## src/sv/sdm_pkg.sv

```systemverilog
// Shared types and constants for the signed-division magic number generator.
`default_nettype none

package sdm_pkg;

  localparam int unsigned DataW  = 64;
  localparam int unsigned ShiftW = 6;
  localparam int unsigned CntW   = 7;

  typedef struct packed {
    logic signed [DataW-1:0] divisor;
    logic                    width_is_64;
  } in_t;

  typedef struct packed {
    logic                     valid_res;
    logic signed [DataW-1:0]  multiplier;
    logic        [ShiftW-1:0] post_shift;
  } out_t;

endpackage

`default_nettype wire

```

## src/sv/signed_div_magic_number.sv

```systemverilog
// A valid divisor passes through S_DIV1, S_DIV2 and the S_STEP/S_TEST doubling loop (W = 32 or 64
// word bits, n = doubling steps, 1..W) to S_DONE; a rejected divisor goes from S_IDLE straight to S_DONE.
// One transaction at a time: two radix-2 restoring divisions (one quotient bit per cycle)
// through a shared subtract/compare unit, then the doubling loop, a step state and a test state per step.
// The output register frees the input side while a result waits to be taken.
// Reset (rst_ni low, asynchronous) returns the controller to idle and drops out_valid_o.
`default_nettype none

module signed_div_magic_number (
  input  wire logic         clk_i,
  input  wire logic         rst_ni,
  input  wire logic         in_valid_i,
  output logic              in_stall_o,
  input  wire sdm_pkg::in_t in_data_i,
  output logic              out_valid_o,
  input  wire logic         out_stall_i,
  output sdm_pkg::out_t     out_data_o
);

  localparam logic [2:0] S_IDLE = 3'd0;
  localparam logic [2:0] S_DIV1 = 3'd1;
  localparam logic [2:0] S_DIV2 = 3'd2;
  localparam logic [2:0] S_STEP = 3'd3;
  localparam logic [2:0] S_TEST = 3'd4;
  localparam logic [2:0] S_DONE = 3'd5;

  localparam int unsigned DW = sdm_pkg::DataW;
  localparam int unsigned CW = sdm_pkg::CntW;
  localparam int unsigned SW = sdm_pkg::ShiftW;

  logic [2:0]    state_q, state_d;
  logic [CW-1:0] cnt_q, cnt_d;
  logic          w64_q, w64_d;
  logic          ok_q, ok_d;
  logic [DW-1:0] d_q, d_d;
  logic [DW-1:0] anc_q, anc_d;
  logic [DW-1:0] rem_q, rem_d;
  logic [DW-1:0] quo_q, quo_d;
  logic [DW-1:0] q2_q, q2_d;
  logic [DW-1:0] r2_q, r2_d;
  logic          out_valid_q;
  sdm_pkg::out_t out_q;

  logic          in_acc, in_bad, w64_in, load_out;
  logic [DW-1:0] d_in, div_by, rsh, rsub, t_val, anc_new;
  logic          div_ge, t_bit;
  logic [DW-1:0] r1s, r2s, delta;
  logic          ge1, ge2, pass;
  logic [CW-1:0] top_idx, w_cnt;
  logic [DW-1:0] m_raw, m_ext;
  logic [CW-1:0] sh_full;
  sdm_pkg::out_t res;

  assign in_stall_o  = (state_q != S_IDLE);
  assign in_acc      = in_valid_i && !in_stall_o;
  assign out_valid_o = out_valid_q;
  assign out_data_o  = out_q;

  assign d_in   = DW'(in_data_i.divisor);
  assign w64_in = in_data_i.width_is_64;
  assign in_bad = d_in[DW-1] || (d_in[DW-2:1] == '0) || (!w64_in && (d_in[DW-2:31] != '0));

  assign top_idx = w64_q ? CW'(63) : CW'(31);
  assign w_cnt   = w64_q ? CW'(64) : CW'(32);
  assign t_val   = w64_q ? (DW'(1) << 63) : (DW'(1) << 31);

  // shared restoring division step: dividend is 2^(W-1), fed MSB first
  assign div_by  = (state_q == S_DIV1) ? d_q : anc_q;
  assign t_bit   = (cnt_q == top_idx);
  assign rsh     = {rem_q[DW-2:0], t_bit};
  assign div_ge  = (rsh >= div_by);
  assign rsub    = div_ge ? (rsh - div_by) : rsh;
  assign anc_new = t_val - DW'(1) - rsub;

  // doubling step
  assign r1s   = {rem_q[DW-2:0], 1'b0};
  assign r2s   = {r2_q[DW-2:0], 1'b0};
  assign ge1   = (r1s >= anc_q);
  assign ge2   = (r2s >= d_q);
  assign delta = d_q - r2_q;
  assign pass  = (quo_q < delta) || ((quo_q == delta) && (rem_q == '0));

  always_comb begin
    state_d = state_q;
    cnt_d   = cnt_q;
    w64_d   = w64_q;
    ok_d    = ok_q;
    d_d     = d_q;
    anc_d   = anc_q;
    rem_d   = rem_q;
    quo_d   = quo_q;
    q2_d    = q2_q;
    r2_d    = r2_q;
    unique case (state_q)
      S_IDLE: begin
        if (in_acc) begin
          d_d   = d_in;
          w64_d = w64_in;
          ok_d  = !in_bad;
          cnt_d = w64_in ? CW'(63) : CW'(31);
          rem_d = '0;
          quo_d = '0;
          state_d = in_bad ? S_DONE : S_DIV1;
        end
      end
      S_DIV1: begin
        rem_d = rsub;
        quo_d = {quo_q[DW-2:0], div_ge};
        cnt_d = cnt_q - CW'(1);
        if (cnt_q == '0) begin
          q2_d    = {quo_q[DW-2:0], div_ge};
          r2_d    = rsub;
          anc_d   = (anc_new == '0) ? DW'(1) : anc_new;
          rem_d   = '0;
          quo_d   = '0;
          cnt_d   = top_idx;
          state_d = S_DIV2;
        end
      end
      S_DIV2: begin
        rem_d = rsub;
        quo_d = {quo_q[DW-2:0], div_ge};
        cnt_d = cnt_q - CW'(1);
        if (cnt_q == '0) begin
          cnt_d   = '0;
          state_d = S_STEP;
        end
      end
      S_STEP: begin
        cnt_d = cnt_q + CW'(1);
        quo_d = {quo_q[DW-2:0], ge1};
        rem_d = ge1 ? (r1s - anc_q) : r1s;
        q2_d  = {q2_q[DW-2:0], ge2};
        r2_d  = ge2 ? (r2s - d_q) : r2s;
        state_d = S_TEST;
      end
      S_TEST: begin
        state_d = (!pass || (cnt_q >= w_cnt)) ? S_DONE : S_STEP;
      end
      S_DONE: begin
        if (load_out) state_d = S_IDLE;
      end
      default: state_d = S_IDLE;
    endcase
  end

  // result assembly
  assign m_raw   = q2_q + DW'(1);
  assign m_ext   = w64_q ? m_raw : {{32{m_raw[31]}}, m_raw[31:0]};
  assign sh_full = cnt_q - CW'(1);

  always_comb begin
    res = '0;
    if (ok_q) begin
      res.valid_res  = 1'b1;
      res.multiplier = m_ext;
      res.post_shift = sh_full[SW-1:0];
    end
  end

  assign load_out = (state_q == S_DONE) && (!out_valid_q || !out_stall_i);

  always_ff @(posedge clk_i or negedge rst_ni) begin
    if (!rst_ni) begin
      state_q     <= S_IDLE;
      out_valid_q <= 1'b0;
    end else begin
      state_q <= state_d;
      if (load_out) begin
        out_valid_q <= 1'b1;
      end else if (!out_stall_i) begin
        out_valid_q <= 1'b0;
      end
    end
  end

  always_ff @(posedge clk_i) begin
    cnt_q <= cnt_d;
    w64_q <= w64_d;
    ok_q  <= ok_d;
    d_q   <= d_d;
    anc_q <= anc_d;
    rem_q <= rem_d;
    quo_q <= quo_d;
    q2_q  <= q2_d;
    r2_q  <= r2_d;
    if (load_out) out_q <= res;
  end

endmodule

`default_nettype wire

```

## config.mk

```make
export PLATFORM = sky130hd
export DESIGN_NAME = signed_div_magic_number
export DESIGN_NICKNAME = d
export VERILOG_FILES = /design/src/sv/sdm_pkg.sv /design/src/sv/signed_div_magic_number.sv
export SDC_FILE = /design/constraint.sdc
export NUM_CORES = 2
export LEC_CHECK = 0
export BUFFER_PORTS_ARGS = -buffer_cell sky130_fd_sc_hd__buf_4
export CAP_MARGIN = 10
export CORE_MARGIN = 3
export CORE_UTILIZATION = 65
export CTS_BUF_LIST = sky130_fd_sc_hd__clkbuf_8
export DETAILED_ROUTE_END_ITERATION = 8
export GPL_TIMING_DRIVEN = 0
export PLACE_DENSITY = 0.87
export RECOVER_POWER = 100
export SETUP_SLACK_MARGIN = 0.02
export SYNTH_ARGS = -nofsm -noshare
export SYNTH_HDL_FRONTEND = slang
export SYNTH_SLANG_ARGS = --single-unit
```

## constraint.sdc

```tcl
create_clock -name clk_i -period 12.6 [get_ports clk_i]
set_input_delay 1.26 -clock clk_i [delete_from_list [all_inputs] [get_ports clk_i]]
set_output_delay 1.26 -clock clk_i [all_outputs]
set_load 0.05 [all_outputs]
```

==> results.yml <==
grt:
  busiest_layer: "met2"
  grt_pass1_vias: 34000
  met2_usage_pct: 62.99
  grt_start_max_net_pins: 37
  overflow: 0
  grt_util_met1_pct: 54.07
  antenna_found_initial: 2
  grt_usage_pct: 41.46
  grt_use_met3_pct: 11.98
  grt_pass1_wl_um: 198500
clock_network:
  cts_tree: "done"
  clkTransAtPathRegs_ps: 60
  ctsHoldBuffers: 0
  cts_setup_buffers: 0
  cts-root-buf: "clkbuf_8"
  h-tree-depth: 3
  clock-sinks: 468
  clock_latency_ps: 700
  cts_buffer_depth: 3
  ctsResizeCount: 0
  cts-buffers-inserted: 81
power_and_ir_drop:
  comb_power_share_pct: 64.2
  clkPwrFrac_pct: 11.6
  p_int_mw: 5.794
  ir_worst_vdd_v: 0.0002231
  p_sw_share_pct: 51.93
  p_switching_mw: 6.259
  seq_power_share_pct: 24.2
  leakagePower_nw: 17.22
  totalPowerFinal_mw: 12.05
  power_density_mw_per_mm2: 290.8
detailed_routing:
  ant_nets: 0
  drc_errors: 0
  drtPass1Iterations: 6
  detail_route.wl_per_cell_um: 24.67
  vias_per_cell: 6.662
  dr_total_vias: 35830
  drt_iter0_drc: 4672
  drt_wl_total_um: 132700
floorplanning:
  num_rows: 88
  die_h_um: 248.7
  ios: 142
  die_area_sq_mm: 0.06185
  die_x_um: 248.7
  initial_core_util_pct: 65.98
  coreArea_sq_mm: 0.05803
synth:
  yosysUniqueCellTypes: 89
  synthMuxAreaShare_pct: 1.895
  synth-compound-area-share_pct: 20.78
  synth_fa_ha_area_share_pct: 10.90
  synth_xor_area_share_pct: 7.151
  syn_nets: 4708
  avgSynthCellArea_sq_um: 8.887
  synth_seq_cells: 468
  ys_top_cells_by_area: "edfxtp_1, ha_1, a21oi_1"
  synth_top_family_by_area: "compound AO/OA/AOI/OAI gates"
  netlist_instances: 4308
  yosysWarnings: 0
  synth_largest_area_cell: "edfxtp_1"
  synth_top_flop_cell: "edfxtp_1"
  yosysSeqAreaShare_pct: 36.65
  synth_area_sq_mm: 0.03829
  synth_edf_count: 464
  synth_top_area_share_pct: 36.39
  synth-simple-area-share_pct: 18.29
  synthArstFlopShare_pct: 0.8547
finish:
  drive_above_1_share_pct: 4.402
  synthToLayoutAreaGrowth_pct: 8.268
  final_common_cell: "nand2_1"
  final_cell_mix: "nand2_1, edfxtp_1, a21oi_1, ha_1, inv_1"
  layout.nets: 4949
  nFillCells: 4564
critical_path:
  start_kind: "flip-flop"
  critPathMaxStageDelay_ps: 810
  cp_max_fo: 10
  cpMostUsedCell: "buf_2"
  crit_required_ps: 13070
  critPathSlowestCell: "clkbuf_1"
  end_kind: "flip-flop"
  cp.buffers_inverters: 9
  crit_family: "simple AND/OR/NAND/NOR gates"
  r2r_slack_ps: 630
  worstSetupPathType: "reg2reg"
  cp.arrival_ps: 12440
timing:
  final-hold-violation-count: 0
  final.min_clock_period_ps: 11970
  fmax_ghz: 0.08356
  slew_violations: 429
  slew_headroom_pct: -70.11
  finalSetupViolCount: 0
  whs_ps: 479.8
  fin_crit_sh_pct: 94.98
  worstMarginPinSlew_ps: 2525
  finClkSkew_ps: 61.57
  rsz0062_at_grt: "no"
status:
  status: "complete, but fails checks"
  violations: "max-capacitance violations, max-slew violations"
placed_design:
  gp_congestion: 1.040
  port_buffers: 141
  place_hpwl_um: 104500
min_path:
  hold_path.class: "in2async"
flow_run:
  drv_cap: 14
state kept, by name, summed over array words and instances (netlist names):
signal / flops
anc_q: 64
cnt_q: 7
d_q: 64
ok_q: 1
out_data_o: 71
out_valid_o: 1
q2_q: 64
quo_q: 64
r2_q: 64
rem_q: 64
state_q: 3
w64_q: 1
cell type report:
| type | count | area, sq um | share of cell area, % |
|---|---|---|---|
| multi-input cells | 3405 | 22560 | 54.42 |
| flip-flops and latches | 468 | 14030 | 33.86 |
| clock buffers | 83 | 1142 | 2.756 |
| inverters | 271 | 1017 | 2.454 |
| well taps | 765 | 957.2 | 2.309 |
| repair buffers | 158 | 698.2 | 1.684 |
| plain buffers | 164 | 636.9 | 1.536 |
| clock inverters | 63 | 406.6 | 0.9810 |
| diodes | 1 | 2.502 | 0.006037 |
per-layer routing:
metal / share of wire (%) / vias up
met5: 0.035 / -
met4: 5.9 / 4
met3: 14 / 444
met2: 42 / 2461
met1: 38 / 16600
li1: - / 16320
cells by family after synthesis:
kind of cell               count (synthesis)
buffers and inverters                    435
muxes                                     72
DFF                                      468
adders and majority gates                331
and+or+nand+nor                         1430
AOI/OAI and AO/OA                       1261
xor gates and xnor gates                 311
path summary, 6_finish.rpt:
kind	cells after the start	from	end
worst max-delay path	33	state_q[1]$_DFFE_PN0P_	anc_q[0]$_SDFFCE_PN1P_
worst min-delay path	1	rst_ni	out_valid_o$_DFFE_PN0P_
worst max register to register	33	state_q[1]$_DFFE_PN0P_	anc_q[0]$_SDFFCE_PN1P_
worst min register to register	1	quo_q[43]$_DFFE_PP_	quo_q[44]$_DFFE_PP_
max in group asynchronous	1	rst_ni	state_q[1]$_DFFE_PN0P_
min in group clk_i	1	quo_q[43]$_DFFE_PP_	quo_q[44]$_DFFE_PP_
Yosys cell counts, types with 15 or more instances:
library cell,number
a211o_1,15
a211oi_1,63
a21boi_0,28
a21o_1,169
a21oi_1,420
a31oi_1,21
and2_1,118
and3_1,48
buf_2,18
clkbuf_1,133
edfxtp_1,464
ha_1,327
inv_1,271
mux2i_1,68
nand2_1,477
nand2b_1,50
nand3_1,93
nand4_1,88
nor2_1,285
nor2b_1,56
nor3_1,68
nor4_1,48
o211ai_1,34
o21a_1,41
o21ai_0,234
o21bai_1,41
o22ai_1,42
o31ai_1,20
or3_1,22
xnor2_1,165
xor2_1,145
power groups by stage:
stage               Combinational, mW  Sequential (mW)  Clock (mW)
floorplan                        5.18             2.82           0
global placement                 7.23             2.96           0
detailed placement               7.42             2.90           0
CTS                              7.48             2.87        1.38
global route                     8.27             2.93        1.45
finish                           7.74             2.92        1.39
metrics by stage:
stage                     TNS [ps]  instance area, sq um  util, %  setup slack, ps  cells
after global placement     -369400                 40300    69.45            -2892   5214
after detailed placement         0                 40670    70.09             1344   5229
final                            0                 41450    71.44            632.9   5378
after floorplan                  0                 38290        -             1616   4308
after CTS                        0                 42220    72.76             1297   5375
after global routing             0                 41450    71.44            358.9   5378
No activity file was read; power rests on OpenSTA's default activity.
